## config.mk

```make
export PLATFORM = sky130hd
export DESIGN_NAME = time_date_string_parser_top_flat
export DESIGN_NICKNAME = d
export VERILOG_FILES = /design/src/tdsp_pkg.sv /design/src/tdsp_ifs.sv /design/src/tdsp_front.sv /design/src/tdsp_queue.sv /design/src/tdsp_back.sv /design/src/time_date_string_parser_top.sv /design/src/flat_wrapper.sv
export SDC_FILE = /design/constraint.sdc
export NUM_CORES = 1
export LEC_CHECK = 0
export ABC_AREA = 1
export BUFFER_PORTS_ARGS = -buffer_cell sky130_fd_sc_hd__buf_2
export CAP_MARGIN = 30
export CORE_MARGIN = 10
export CORE_UTILIZATION = 31
export DETAILED_ROUTE_END_ITERATION = 8
export GPL_ROUTABILITY_DRIVEN = 0
export GPL_TIMING_DRIVEN = 0
export SYNTH_ARGS = -nofsm -noshare
export SYNTH_HDL_FRONTEND = slang
export SYNTH_SLANG_ARGS = --single-unit
```

## constraint.sdc

```tcl
create_clock -name clk -period 4.36 [get_ports clk]
set_input_delay 0.872 -clock clk [delete_from_list [all_inputs] [get_ports clk]]
set_output_delay 0.872 -clock clk [all_outputs]
set_load 0.01 [all_outputs]
```

## src/tdsp_pkg.sv

```systemverilog
// ----------------------------------------------------------------------------
// Time and date string parser package
// Shared types, character codes and limits for the parser modules.
// ----------------------------------------------------------------------------
package tdsp_pkg;

  localparam int VAL_W  = 14;
  localparam int CHAR_W = 8;
  localparam int STAT_W = 2;
  localparam int QDEPTH = 2;

  localparam logic [CHAR_W-1:0] CH_ZERO   = 8'h00;
  localparam logic [CHAR_W-1:0] CH_COLON  = 8'h3A;
  localparam logic [CHAR_W-1:0] CH_SLASH  = 8'h2F;
  localparam logic [CHAR_W-1:0] CH_COMMA  = 8'h2C;
  localparam logic [CHAR_W-1:0] CH_PERIOD = 8'h2E;
  localparam logic [CHAR_W-1:0] CH_DIG0   = 8'h30;
  localparam logic [CHAR_W-1:0] CH_DIG9   = 8'h39;

  localparam logic [STAT_W-1:0] ST_PARSED    = 2'd0;
  localparam logic [STAT_W-1:0] ST_NO_SLASH  = 2'd1;
  localparam logic [STAT_W-1:0] ST_NO_PERIOD = 2'd2;

  localparam logic [VAL_W-1:0] HOUR_LIMIT     = 14'd24;
  localparam logic [VAL_W-1:0] MIN_SEC_LIMIT  = 14'd60;
  localparam logic [VAL_W-1:0] MONTH_LIMIT    = 14'd13;
  localparam logic [VAL_W-1:0] DAY_LIMIT      = 14'd32;
  localparam logic [VAL_W-1:0] YEAR_MIN_RESET = 14'd2000;

  // character classes as seen by the back end
  typedef enum logic [2:0] {
    CLS_ZERO   = 3'd0,
    CLS_COLON  = 3'd1,
    CLS_SLASH  = 3'd2,
    CLS_COMMA  = 3'd3,
    CLS_PERIOD = 3'd4,
    CLS_DIGIT  = 3'd5,
    CLS_OTHER  = 3'd6
  } cls_t;

  typedef struct packed {
    cls_t       cls;
    logic [3:0] digit;
  } token_t;

  // queue status seen by the front end
  typedef struct packed {
    logic full;
  } q_stat_t;

  // queue output seen by the back end
  typedef struct packed {
    logic   valid;
    token_t tok;
  } q_head_t;

  typedef enum logic [2:0] {
    PH_LEAD = 3'b001,
    PH_TIME = 3'b010,
    PH_DATE = 3'b100
  } phase_t;

endpackage

```

## src/tdsp_ifs.sv

```systemverilog
// ----------------------------------------------------------------------------
// Parser channel interfaces
// Character request channel and parse result channel, valid/ready.
// ----------------------------------------------------------------------------
interface tdsp_in_if;
  logic                         valid;
  logic                         ready;
  logic [tdsp_pkg::CHAR_W-1:0]  char_byte;

  modport source (output valid, output char_byte, input ready);
  modport sink   (input valid, input char_byte, output ready);
endinterface

interface tdsp_out_if;
  logic                         valid;
  logic                         ready;
  logic [tdsp_pkg::STAT_W-1:0]  status;
  logic [tdsp_pkg::VAL_W-1:0]   hours;
  logic [tdsp_pkg::VAL_W-1:0]   minutes;
  logic [tdsp_pkg::VAL_W-1:0]   seconds;
  logic [tdsp_pkg::VAL_W-1:0]   month;
  logic [tdsp_pkg::VAL_W-1:0]   day;
  logic [tdsp_pkg::VAL_W-1:0]   year;
  logic                         time_ok;
  logic                         date_ok;

  modport source (output valid, output status, output hours, output minutes,
                  output seconds, output month, output day, output year,
                  output time_ok, output date_ok, input ready);
  modport sink   (input valid, input status, input hours, input minutes,
                  input seconds, input month, input day, input year,
                  input time_ok, input date_ok, output ready);
endinterface

```

## src/tdsp_front.sv

```systemverilog
// ----------------------------------------------------------------------------
// Parser front end
// Accept character requests and classify them into tokens for the queue.
// ----------------------------------------------------------------------------
module tdsp_front (
  tdsp_in_if.sink            in_ch,
  input  tdsp_pkg::q_stat_t  q_stat,
  output logic               push,
  output tdsp_pkg::token_t   push_tok
);

  logic [tdsp_pkg::CHAR_W-1:0] c;
  logic [tdsp_pkg::CHAR_W-1:0] c_off;

  assign c     = in_ch.char_byte;
  assign c_off = c - tdsp_pkg::CH_DIG0;

  assign in_ch.ready = !q_stat.full;
  assign push        = in_ch.valid && !q_stat.full;

  always_comb begin
    push_tok.digit = c_off[3:0];
    if (c == tdsp_pkg::CH_ZERO) begin
      push_tok.cls = tdsp_pkg::CLS_ZERO;
    end else if (c == tdsp_pkg::CH_COLON) begin
      push_tok.cls = tdsp_pkg::CLS_COLON;
    end else if (c == tdsp_pkg::CH_SLASH) begin
      push_tok.cls = tdsp_pkg::CLS_SLASH;
    end else if (c == tdsp_pkg::CH_COMMA) begin
      push_tok.cls = tdsp_pkg::CLS_COMMA;
    end else if (c == tdsp_pkg::CH_PERIOD) begin
      push_tok.cls = tdsp_pkg::CLS_PERIOD;
    end else if (c >= tdsp_pkg::CH_DIG0 && c <= tdsp_pkg::CH_DIG9) begin
      push_tok.cls = tdsp_pkg::CLS_DIGIT;
    end else begin
      push_tok.cls = tdsp_pkg::CLS_OTHER;
    end
  end

endmodule

```

## src/tdsp_queue.sv

```systemverilog
// ----------------------------------------------------------------------------
// Token queue
// Two-entry queue that decouples the front end from the back end.
// ----------------------------------------------------------------------------
module tdsp_queue (
  input  logic               clk,
  input  logic               rst_n,
  input  logic               push,
  input  tdsp_pkg::token_t   push_tok,
  input  logic               pop,
  output tdsp_pkg::q_stat_t  q_stat,
  output tdsp_pkg::q_head_t  q_head
);

  localparam int PTR_W = $clog2(tdsp_pkg::QDEPTH);
  localparam int CNT_W = $clog2(tdsp_pkg::QDEPTH + 1);

  tdsp_pkg::token_t  slot_r [tdsp_pkg::QDEPTH];
  logic [PTR_W-1:0]  wr_ptr_r, wr_ptr_nxt;
  logic [PTR_W-1:0]  rd_ptr_r, rd_ptr_nxt;
  logic [CNT_W-1:0]  count_r, count_nxt;

  assign q_stat.full  = (count_r == CNT_W'(tdsp_pkg::QDEPTH));
  assign q_head.valid = (count_r != '0);
  assign q_head.tok   = slot_r[rd_ptr_r];

  always_comb begin
    wr_ptr_nxt = wr_ptr_r;
    rd_ptr_nxt = rd_ptr_r;
    count_nxt  = count_r;
    if (push) begin
      wr_ptr_nxt = (wr_ptr_r == PTR_W'(tdsp_pkg::QDEPTH - 1)) ? '0 : wr_ptr_r + 1'b1;
    end
    if (pop) begin
      rd_ptr_nxt = (rd_ptr_r == PTR_W'(tdsp_pkg::QDEPTH - 1)) ? '0 : rd_ptr_r + 1'b1;
    end
    if (push && !pop) begin
      count_nxt = count_r + 1'b1;
    end else if (pop && !push) begin
      count_nxt = count_r - 1'b1;
    end
  end

  always_ff @(posedge clk) begin
    if (!rst_n) begin
      wr_ptr_r <= '0;
      rd_ptr_r <= '0;
      count_r  <= '0;
    end else begin
      wr_ptr_r <= wr_ptr_nxt;
      rd_ptr_r <= rd_ptr_nxt;
      count_r  <= count_nxt;
    end
  end

  always_ff @(posedge clk) begin
    if (push) begin
      slot_r[wr_ptr_r] <= push_tok;
    end
  end

endmodule

```

## src/tdsp_back.sv

```systemverilog
// ----------------------------------------------------------------------------
// Parser back end
// Run the message state machine on tokens and register the parse result.
// ----------------------------------------------------------------------------
module tdsp_back #(
  parameter int FIELD_CHARS = 4
) (
  input  logic                         clk,
  input  logic                         rst_n,
  input  logic                         cfg_we,
  input  logic [tdsp_pkg::VAL_W-1:0]   cfg_wdata,
  input  tdsp_pkg::q_head_t            q_head,
  output logic                         pop,
  tdsp_out_if.source                   out_ch
);

  localparam int CNT_W = $clog2(FIELD_CHARS + 1);
  localparam int VW    = tdsp_pkg::VAL_W;

  tdsp_pkg::phase_t  phase_r, phase_nxt;
  logic [1:0]        fidx_r, fidx_nxt;
  logic [CNT_W-1:0]  cnt_r, cnt_nxt;
  logic              stop_r, stop_nxt;
  logic [VW-1:0]     acc_r, acc_nxt;
  logic [VW-1:0]     tv_r [3];
  logic [VW-1:0]     tv_nxt [3];
  logic [VW-1:0]     dv_r [3];
  logic [VW-1:0]     dv_nxt [3];
  logic [VW-1:0]     dv_fin [3];
  logic [VW-1:0]     year_min_r;
  logic [VW-1:0]     acc_x10;

  logic                         ovalid_r, ovalid_nxt;
  logic                         emit;
  logic [tdsp_pkg::STAT_W-1:0]  ostat_nxt, ostat_r;
  logic [VW-1:0]                oval_nxt [6];
  logic [VW-1:0]                oval_r [6];
  logic                         tok_nxt, tok_r, dok_nxt, dok_r;

  tdsp_pkg::cls_t    cls;
  logic              is_digit;
  logic              take;
  logic              close_t, close_d;
  logic              clear_msg;

  assign cls     = q_head.tok.cls;
  assign pop     = q_head.valid && (!ovalid_r || out_ch.ready);
  assign acc_x10 = {acc_r[VW-4:0], 3'b000} + {acc_r[VW-2:0], 1'b0};

  always_comb begin
    for (int i = 0; i < 3; i++) begin
      dv_fin[i] = (fidx_r == 2'(i)) ? acc_r : dv_r[i];
    end
  end

  // decode the token against the current phase
  always_comb begin
    phase_nxt = phase_r;
    fidx_nxt  = fidx_r;
    take      = 1'b0;
    close_t   = 1'b0;
    close_d   = 1'b0;
    emit      = 1'b0;
    clear_msg = 1'b0;
    ostat_nxt = tdsp_pkg::ST_PARSED;
    is_digit  = (cls == tdsp_pkg::CLS_DIGIT);
    if (pop) begin
      case (phase_r)
        tdsp_pkg::PH_LEAD: begin
          if (cls == tdsp_pkg::CLS_ZERO) begin
            emit      = 1'b1;
            clear_msg = 1'b1;
            ostat_nxt = tdsp_pkg::ST_NO_SLASH;
          end else begin
            phase_nxt = tdsp_pkg::PH_TIME;
          end
        end
        tdsp_pkg::PH_TIME: begin
          case (cls)
            tdsp_pkg::CLS_ZERO: begin
              emit      = 1'b1;
              clear_msg = 1'b1;
              ostat_nxt = tdsp_pkg::ST_NO_SLASH;
            end
            tdsp_pkg::CLS_SLASH: begin
              close_t   = 1'b1;
              fidx_nxt  = 2'd0;
              phase_nxt = tdsp_pkg::PH_DATE;
            end
            tdsp_pkg::CLS_COLON: begin
              if (fidx_r < 2'd2) begin
                close_t  = 1'b1;
                fidx_nxt = fidx_r + 2'd1;
              end
            end
            default: begin
              take = 1'b1;
            end
          endcase
        end
        tdsp_pkg::PH_DATE: begin
          case (cls)
            tdsp_pkg::CLS_ZERO: begin
              emit      = 1'b1;
              clear_msg = 1'b1;
              ostat_nxt = tdsp_pkg::ST_NO_PERIOD;
            end
            tdsp_pkg::CLS_PERIOD: begin
              emit      = 1'b1;
              clear_msg = 1'b1;
            end
            tdsp_pkg::CLS_COMMA: begin
              if (fidx_r < 2'd2) begin
                close_d  = 1'b1;
                fidx_nxt = fidx_r + 2'd1;
              end
            end
            default: begin
              take = 1'b1;
            end
          endcase
        end
        default: begin
          phase_nxt = tdsp_pkg::PH_LEAD;
        end
      endcase
    end
    if (clear_msg) begin
      phase_nxt = tdsp_pkg::PH_LEAD;
      fidx_nxt  = 2'd0;
    end
  end

  // field accumulator and value stores
  always_comb begin
    cnt_nxt  = cnt_r;
    stop_nxt = stop_r;
    acc_nxt  = acc_r;
    for (int i = 0; i < 3; i++) begin
      tv_nxt[i] = tv_r[i];
      dv_nxt[i] = dv_r[i];
    end
    if (take && cnt_r < CNT_W'(FIELD_CHARS)) begin
      cnt_nxt = cnt_r + 1'b1;
      if (!stop_r) begin
        if (is_digit) begin
          acc_nxt = acc_x10 + VW'(q_head.tok.digit);
        end else begin
          stop_nxt = 1'b1;
        end
      end
    end
    if (close_t || close_d || clear_msg) begin
      cnt_nxt  = '0;
      stop_nxt = 1'b0;
      acc_nxt  = '0;
    end
    for (int i = 0; i < 3; i++) begin
      if (close_t && fidx_r == 2'(i)) begin
        tv_nxt[i] = acc_r;
      end
      if (close_d && fidx_r == 2'(i)) begin
        dv_nxt[i] = acc_r;
      end
      if (clear_msg) begin
        tv_nxt[i] = '0;
        dv_nxt[i] = '0;
      end
    end
  end

  // result payload: values only on a clean parse, zero on error
  always_comb begin
    tok_nxt = 1'b0;
    dok_nxt = 1'b0;
    for (int i = 0; i < 6; i++) begin
      oval_nxt[i] = '0;
    end
    if (ostat_nxt == tdsp_pkg::ST_PARSED) begin
      for (int i = 0; i < 3; i++) begin
        oval_nxt[i]     = tv_r[i];
        oval_nxt[i + 3] = dv_fin[i];
      end
      tok_nxt = (tv_r[0] < tdsp_pkg::HOUR_LIMIT) && (tv_r[1] < tdsp_pkg::MIN_SEC_LIMIT) &&
                (tv_r[2] < tdsp_pkg::MIN_SEC_LIMIT);
      dok_nxt = (dv_fin[0] < tdsp_pkg::MONTH_LIMIT) && (dv_fin[1] < tdsp_pkg::DAY_LIMIT) &&
                (dv_fin[2] >= year_min_r);
    end
  end

  always_comb begin
    ovalid_nxt = ovalid_r;
    if (out_ch.ready) begin
      ovalid_nxt = 1'b0;
    end
    if (emit) begin
      ovalid_nxt = 1'b1;
    end
  end

  always_ff @(posedge clk) begin
    if (!rst_n) begin
      phase_r    <= tdsp_pkg::PH_LEAD;
      fidx_r     <= 2'd0;
      cnt_r      <= '0;
      stop_r     <= 1'b0;
      acc_r      <= '0;
      ovalid_r   <= 1'b0;
      year_min_r <= tdsp_pkg::YEAR_MIN_RESET;
      for (int i = 0; i < 3; i++) begin
        tv_r[i] <= '0;
        dv_r[i] <= '0;
      end
    end else begin
      phase_r  <= phase_nxt;
      fidx_r   <= fidx_nxt;
      cnt_r    <= cnt_nxt;
      stop_r   <= stop_nxt;
      acc_r    <= acc_nxt;
      ovalid_r <= ovalid_nxt;
      for (int i = 0; i < 3; i++) begin
        tv_r[i] <= tv_nxt[i];
        dv_r[i] <= dv_nxt[i];
      end
      if (cfg_we) begin
        year_min_r <= cfg_wdata;
      end
    end
  end

  always_ff @(posedge clk) begin
    if (emit) begin
      ostat_r <= ostat_nxt;
      tok_r   <= tok_nxt;
      dok_r   <= dok_nxt;
      for (int i = 0; i < 6; i++) begin
        oval_r[i] <= oval_nxt[i];
      end
    end
  end

  assign out_ch.valid   = ovalid_r;
  assign out_ch.status  = ostat_r;
  assign out_ch.hours   = oval_r[0];
  assign out_ch.minutes = oval_r[1];
  assign out_ch.seconds = oval_r[2];
  assign out_ch.month   = oval_r[3];
  assign out_ch.day     = oval_r[4];
  assign out_ch.year    = oval_r[5];
  assign out_ch.time_ok = tok_r;
  assign out_ch.date_ok = dok_r;

endmodule

```

## src/time_date_string_parser_top.sv

```systemverilog
// Result path: the closing character is held in the token queue; the back end then
//   registers the result, and the result request leaves from that result register.
// Throughput: one character per cycle;
//   the back end stalls only while a finished result waits on out_ch.
// Reset: synchronous, active low; clears the queue, the message state and sets
//   year_minimum to 2000. No clearing pass is needed.
// ----------------------------------------------------------------------------
// Time and date string parser, top level
// Parse "Lh:m:s/month,day,year." one character per request into six values
// with range flags, or an error status on an early end of string.
// ----------------------------------------------------------------------------
module time_date_string_parser_top #(
  parameter int FIELD_CHARS = 4
) (
  input  logic                        clk,
  input  logic                        rst_n,
  input  logic                        cfg_we,
  input  logic [tdsp_pkg::VAL_W-1:0]  cfg_wdata,
  tdsp_in_if.sink                     in_ch,
  tdsp_out_if.source                  out_ch
);

  // front to queue: classified token and queue fill status
  logic               push;
  tdsp_pkg::token_t   push_tok;
  tdsp_pkg::q_stat_t  q_stat;

  // queue to back: head token and pop strobe
  tdsp_pkg::q_head_t  q_head;
  logic               pop;

  // Classify each character as it is accepted; hold in_ch off only when
  // the queue is full.
  tdsp_front u_front (
    .in_ch    (in_ch),
    .q_stat   (q_stat),
    .push     (push),
    .push_tok (push_tok)
  );

  // Short queue so a stalled result does not stall the character stream
  // at once.
  tdsp_queue u_queue (
    .clk      (clk),
    .rst_n    (rst_n),
    .push     (push),
    .push_tok (push_tok),
    .pop      (pop),
    .q_stat   (q_stat),
    .q_head   (q_head)
  );

  // Advance the message state machine, build field values, drive results.
  tdsp_back #(
    .FIELD_CHARS (FIELD_CHARS)
  ) u_back (
    .clk       (clk),
    .rst_n     (rst_n),
    .cfg_we    (cfg_we),
    .cfg_wdata (cfg_wdata),
    .q_head    (q_head),
    .pop       (pop),
    .out_ch    (out_ch)
  );

endmodule
```

## src/flat_wrapper.sv

```systemverilog
// flat-port wrapper written by rule: the top's interface ports become plain ports
module time_date_string_parser_top_flat 
#(
  parameter int FIELD_CHARS = 4
)
  (clk, rst_n, cfg_we, cfg_wdata, in_ch_valid, in_ch_char_byte, in_ch_ready, out_ch_valid, out_ch_status, out_ch_hours, out_ch_minutes, out_ch_seconds, out_ch_month, out_ch_day, out_ch_year, out_ch_time_ok, out_ch_date_ok, out_ch_ready);
  tdsp_in_if in_ch_i ();
  tdsp_out_if out_ch_i ();
  input  logic clk;
  input  logic rst_n;
  input  logic cfg_we;
  input  logic [tdsp_pkg::VAL_W-1:0] cfg_wdata;
  input wire logic [$bits(in_ch_i.valid)-1:0] in_ch_valid;
  input wire logic [$bits(in_ch_i.char_byte)-1:0] in_ch_char_byte;
  output wire logic [$bits(in_ch_i.ready)-1:0] in_ch_ready;
  output wire logic [$bits(out_ch_i.valid)-1:0] out_ch_valid;
  output wire logic [$bits(out_ch_i.status)-1:0] out_ch_status;
  output wire logic [$bits(out_ch_i.hours)-1:0] out_ch_hours;
  output wire logic [$bits(out_ch_i.minutes)-1:0] out_ch_minutes;
  output wire logic [$bits(out_ch_i.seconds)-1:0] out_ch_seconds;
  output wire logic [$bits(out_ch_i.month)-1:0] out_ch_month;
  output wire logic [$bits(out_ch_i.day)-1:0] out_ch_day;
  output wire logic [$bits(out_ch_i.year)-1:0] out_ch_year;
  output wire logic [$bits(out_ch_i.time_ok)-1:0] out_ch_time_ok;
  output wire logic [$bits(out_ch_i.date_ok)-1:0] out_ch_date_ok;
  input wire logic [$bits(out_ch_i.ready)-1:0] out_ch_ready;
  assign in_ch_i.valid = in_ch_valid;
  assign in_ch_i.char_byte = in_ch_char_byte;
  assign in_ch_ready = in_ch_i.ready;
  assign out_ch_valid = out_ch_i.valid;
  assign out_ch_status = out_ch_i.status;
  assign out_ch_hours = out_ch_i.hours;
  assign out_ch_minutes = out_ch_i.minutes;
  assign out_ch_seconds = out_ch_i.seconds;
  assign out_ch_month = out_ch_i.month;
  assign out_ch_day = out_ch_i.day;
  assign out_ch_year = out_ch_i.year;
  assign out_ch_time_ok = out_ch_i.time_ok;
  assign out_ch_date_ok = out_ch_i.date_ok;
  assign out_ch_i.ready = out_ch_ready;
  time_date_string_parser_top #(.FIELD_CHARS(FIELD_CHARS)) u_core (.clk(clk), .rst_n(rst_n), .cfg_we(cfg_we), .cfg_wdata(cfg_wdata), .in_ch(in_ch_i), .out_ch(out_ch_i));
endmodule
```

==> impl_metrics.prom <==
# TYPE chip_impl_metric gauge
chip_impl_metric{name="die_ar",unit="um2"} 43300
chip_impl_info{name="timing.critical_path.mode_cell",value="sky130_fd_sc_hd__nand2_1"} 1
chip_impl_metric{name="crit_buf_inv",unit=""} 3
chip_impl_metric{name="time_the_worst_path_needs_with_i_o_delays_and_setup",unit="ns"} 3.23
chip_impl_metric{name="grtUsageTotal",unit="%"} 13.2
chip_impl_metric{name="final_report_setup_violation_count",unit=""} 0
chip_impl_info{name="ys_dominant_reg_cell",value="sky130_fd_sc_hd__dfxtp_1"} 1
chip_impl_metric{name="vias",unit=""} 9135
chip_impl_metric{name="drt_pass_1_iters",unit=""} 5
chip_impl_metric{name="fillers",unit=""} 3653
chip_impl_metric{name="maximum_fanout_count_along_the_critical_path",unit=""} 9
chip_impl_metric{name="cts-resized-gates",unit=""} 0
chip_impl_metric{name="vdd_drop_max",unit="V"} 0.000348
chip_impl_metric{name="area_growth",unit="%"} 18.7
chip_impl_info{name="critPathTopFamily",value="adder cells"} 1
chip_impl_info{name="holdCritPathClass",value="register to register"} 1
chip_impl_metric{name="antenna_found_initial",unit=""} 0
chip_impl_metric{name="register_area",unit="um2"} 5610
chip_impl_metric{name="timing.max_cap.violations",unit=""} 0
chip_impl_metric{name="intPower",unit="mW"} 3.76
chip_impl_metric{name="critical_path_cell_count",unit=""} 13
chip_impl_metric{name="synth.cell_area",unit="um2"} 11000
chip_impl_metric{name="crit_arrival",unit="ns"} 3.66
chip_impl_metric{name="grt_first_pass_wirelength",unit="mm"} 47.1
chip_impl_info{name="top_cells_by_count_synth",value="sky130_fd_sc_hd__nand2_1, sky130_fd_sc_hd__nor2_1, sky130_fd_sc_hd__inv_1, sky130_fd_sc_hd__dfxtp_1, sky130_fd_sc_hd__edfxtp_1"} 1
chip_impl_info{name="yosysMostFrequentCell",value="sky130_fd_sc_hd__nand2_1"} 1
chip_impl_metric{name="net_count_reported_at_finish",unit=""} 1536
chip_impl_metric{name="yosysTopAreaCellShare",unit="%"} 27.9
chip_impl_metric{name="layout.cells.non_filler",unit=""} 1940
chip_impl_info{name="clock_tree.root_cell",value="sky130_fd_sc_hd__clkbuf_16"} 1
chip_impl_info{name="synth_area_leader_cell",value="sky130_fd_sc_hd__edfxtp_1"} 1
chip_impl_metric{name="slew_viol_final",unit=""} 0
chip_impl_info{name="outcome",value="complete, no violations"} 1
chip_impl_metric{name="clock_latency",unit="ns"} 0.54
chip_impl_metric{name="min_period_over_period",unit="%"} 74.0
chip_impl_metric{name="initial_utilization",unit="%"} 31.6
chip_impl_metric{name="critical_path_required",unit="ns"} 4.79
chip_impl_metric{name="die_width",unit="um"} 208
chip_impl_metric{name="final_core_utilization",unit="%"} 37.5
chip_impl_info{name="rsz0062_at_grt",value="false"} 1
chip_impl_metric{name="placement.io_buffers",unit=""} 116
chip_impl_info{name="cp_cell_sequence",value="clkbuf_1 -> inv_1 -> fa_1 -> inv_1 -> fa_1 -> nand2_1 -> nand3_1 -> nand2_1 -> nand2_1 -> nand2_1 -> nand2_1 -> nor2_1 -> nor2_1"} 1
chip_impl_metric{name="yosys.cell_types.count",unit=""} 39
chip_impl_metric{name="finalHoldViolCount",unit=""} 0
chip_impl_info{name="critPathSlowestCell",value="sky130_fd_sc_hd__clkbuf_1"} 1
chip_impl_metric{name="remaining_drc_errors",unit=""} 0
chip_impl_metric{name="max_stage_delay",unit="ns"} 0.65
chip_impl_metric{name="ctsHtreeMaxLevel",unit=""} 1
chip_impl_metric{name="synth.avg_cell_area",unit="um2"} 8.30
chip_impl_metric{name="clk_pin_slew",unit="ns"} 0.07
chip_impl_info{name="worstReg2RegStart",value="u_core.u_back.acc_r[2]"} 1
chip_impl_metric{name="rows",unit=""} 68
chip_impl_metric{name="synth.yosys.seq_area_share",unit="%"} 51.1
chip_impl_metric{name="fmaxAchievable",unit="GHz"} 0.310
chip_impl_info{name="startpoint_type",value="register"} 1
chip_impl_metric{name="synth.yosys.warnings",unit=""} 0
chip_impl_metric{name="comb_power_share",unit="%"} 11.8
chip_impl_metric{name="multi_input_comb_area",unit="um2"} 4290
chip_impl_metric{name="ios",unit=""} 117
chip_impl_metric{name="diodes",unit=""} 0
chip_impl_metric{name="post-layout-total-power",unit="mW"} 5.12
chip_impl_metric{name="drt_iter0_drc",unit=""} 632
chip_impl_metric{name="netlist_instances",unit=""} 1320
chip_impl_metric{name="headroom_to_the_max_slew_limit",unit="%"} 43.2
chip_impl_info{name="worstSetupEndpoint",value="u_core.u_back.acc_r[12]"} 1
chip_impl_info{name="critPathLaunch",value="u_core.u_back.acc_r[2]"} 1
chip_impl_metric{name="p_leak",unit="nW"} 5.69
chip_impl_info{name="setup_crit_end_kind",value="register"} 1
chip_impl_metric{name="number_of_synthesized_flops_with_an_enable_pin",unit=""} 102
chip_impl_metric{name="vias_in_the_first_global_route",unit=""} 8689
chip_impl_info{name="timing_worst_setup_path_type",value="register to register"} 1
chip_impl_metric{name="clock_skew",unit="ns"} 0.0189
chip_impl_metric{name="p_sw",unit="mW"} 1.36
chip_impl_metric{name="reg2reg_depth",unit=""} 13
chip_impl_info{name="cts_tree",value="done"} 1
chip_impl_metric{name="tns",unit="ns"} 0
chip_impl_info{name="yosys-top-cells-area",value="sky130_fd_sc_hd__edfxtp_1, sky130_fd_sc_hd__dfxtp_1, sky130_fd_sc_hd__nand2_1, sky130_fd_sc_hd__nor2_1, sky130_fd_sc_hd__inv_1"} 1
chip_impl_metric{name="detail_route.vias_per_cell",unit=""} 4.71
chip_impl_metric{name="power_density",unit="nW/um2"} 394
chip_impl_metric{name="sequential_share_of_power",unit="%"} 45.7
chip_impl_metric{name="grt_overflow_total",unit=""} 0
chip_impl_metric{name="reg_to_reg_setup_timing_slack",unit="ns"} 1.13
chip_impl_info{name="timing.rr.end",value="u_core.u_back.acc_r[12]"} 1
chip_impl_metric{name="postRouteWirelength",unit="mm"} 29.7
chip_impl_metric{name="mappedNetlistNets",unit=""} 1391
chip_impl_metric{name="postCtsHoldBufs",unit=""} 0
chip_impl_metric{name="clockPowerShare",unit="%"} 42.5
chip_impl_metric{name="detailed_place_hpwl",unit="mm"} 21.9
chip_impl_metric{name="drive_gt1_share",unit="%"} 15.8
chip_impl_metric{name="ys_seq_elements",unit=""} 229
chip_impl_metric{name="core_area",unit="um2"} 34700
chip_impl_metric{name="cts.sinks",unit=""} 229
chip_impl_metric{name="clk_path_buf_depth",unit=""} 3
chip_impl_metric{name="tightest_pin_transition",unit="ns"} 0.852
chip_impl_metric{name="synth-async-reset-ratio",unit="%"} 0
chip_impl_metric{name="sw_ratio",unit="%"} 26.6
chip_impl_metric{name="grt_start_max_net_pins",unit=""} 65
chip_impl_metric{name="post-place-cells",unit=""} 1892
chip_impl_metric{name="ant_nets",unit=""} 0
chip_impl_metric{name="wire_per_inst",unit="um"} 15.3
chip_impl_metric{name="die_h",unit="um"} 208
chip_impl_metric{name="cts.repair_timing.setup_buffer_count",unit=""} 0
chip_impl_metric{name="numCtsBuffers",unit=""} 26
## sequential cells by signal, indices dropped and copies added (netlist names), 2 cells and up, named ones only
name                         cells
u_core.u_back.acc_r             14
u_core.u_back.oval_r            84
u_core.u_queue.count_r           2
u_core.u_back.tv_r              42
u_core.u_queue.slot_r           14
u_core.u_back.fidx_r             2
u_core.u_back.out_ch.status      2
u_core.u_back.phase_r            3
u_core.u_back.year_min_r        14
u_core.u_back.dv_r              42
u_core.u_back.cnt_r              3
## power by group through the flow
stage	Combinational, mW	Sequential (mW)	Clock (mW)
global route	0.675	2.34	2.30
CTS	0.602	2.34	2.22
finish	0.603	2.34	2.18
global placement	0.581	2.39	0
detailed placement	0.598	2.39	0
floorplan	0.432	2.39	0
## logic make-up (layout without fill, tap and decap cells)
logic type / count (synthesis) / count (layout) / share of synthesized area (%)
compound gates: 199 / 199 / 9.41
xor+xnor: 4 / 4 / 0.320
flops: 229 / 229 / 51.1
simple gates: 589 / 589 / 24.1
mux: 1 / 1 / 0.0913
fa+ha+maj: 44 / 44 / 5.16
buf+inv: 254 / 419 / 9.82
## worst min-delay path by stage
stage | from | endpoint | slack (ns) | depth (start not counted)
CTS | u_core.u_queue.rd_ptr_r | u_core.u_queue.rd_ptr_r | 0.46 | 1
global placement | u_core.u_queue.rd_ptr_r | u_core.u_queue.rd_ptr_r | 0.44 | 1
detailed placement | u_core.u_queue.rd_ptr_r | u_core.u_queue.rd_ptr_r | 0.45 | 1
global route | u_core.u_queue.rd_ptr_r | register | 0.48 | 1
finish | u_core.u_queue.rd_ptr_r | u_core.u_queue.rd_ptr_r | 0.46 | 1
floorplan | u_core.u_queue.rd_ptr_r | register | 0.43 | 1
## metal layers
metal / wire (um) / part of all wire (%) / global-route usage, %
met1: 14000 / 47 / 18.2
met2: 13000 / 44 / 20.9
met3: 2000 / 6.7 / 2.58
met4: 634 / 2.1 / 2.84
met5: 0 / 0 / 0
## metrics by stage
stage | hold slack (ns) | setup WS [ns] | area [um2]
global placement | 0.439 | -0.408 | 12100
detailed placement | 0.449 | 1.16 | 12100
finish | 0.456 | 1.13 | 13000
floorplan | 0.425 | 0.676 | 11000
CTS | 0.456 | 1.15 | 13000
global route | 0.477 | 0.936 | 13000
## cell usage in the layout, fill, tap and decap left out, types with 11 or more instances in the layout
cell,instances
sky130_fd_sc_hd__nor2_1,204
sky130_fd_sc_hd__nand3_1,27
sky130_fd_sc_hd__buf_2,139
sky130_fd_sc_hd__edfxtp_1,102
sky130_fd_sc_hd__nand2_1,261
sky130_fd_sc_hd__buf_6,11
sky130_fd_sc_hd__o21ai_1,28
sky130_fd_sc_hd__clkbuf_16,27
sky130_fd_sc_hd__inv_1,179
sky130_fd_sc_hd__dfxtp_1,127
sky130_fd_sc_hd__clkbuf_1,34
sky130_fd_sc_hd__nand4_1,54
sky130_fd_sc_hd__a21oi_1,100
sky130_fd_sc_hd__ha_1,42
sky130_fd_sc_hd__o21ai_0,60
## final cells by class
class	instances	area share (%)
buffer	68	2.91
clock buffer	33	5.52
clock inverter	15	1.09
inverter	186	5.37
multi-input combinational	837	33.0
sequential	229	43.1
tap	455	4.38
timing repair buffer	117	4.68
No activity file was read; power rests on OpenSTA's default activity.
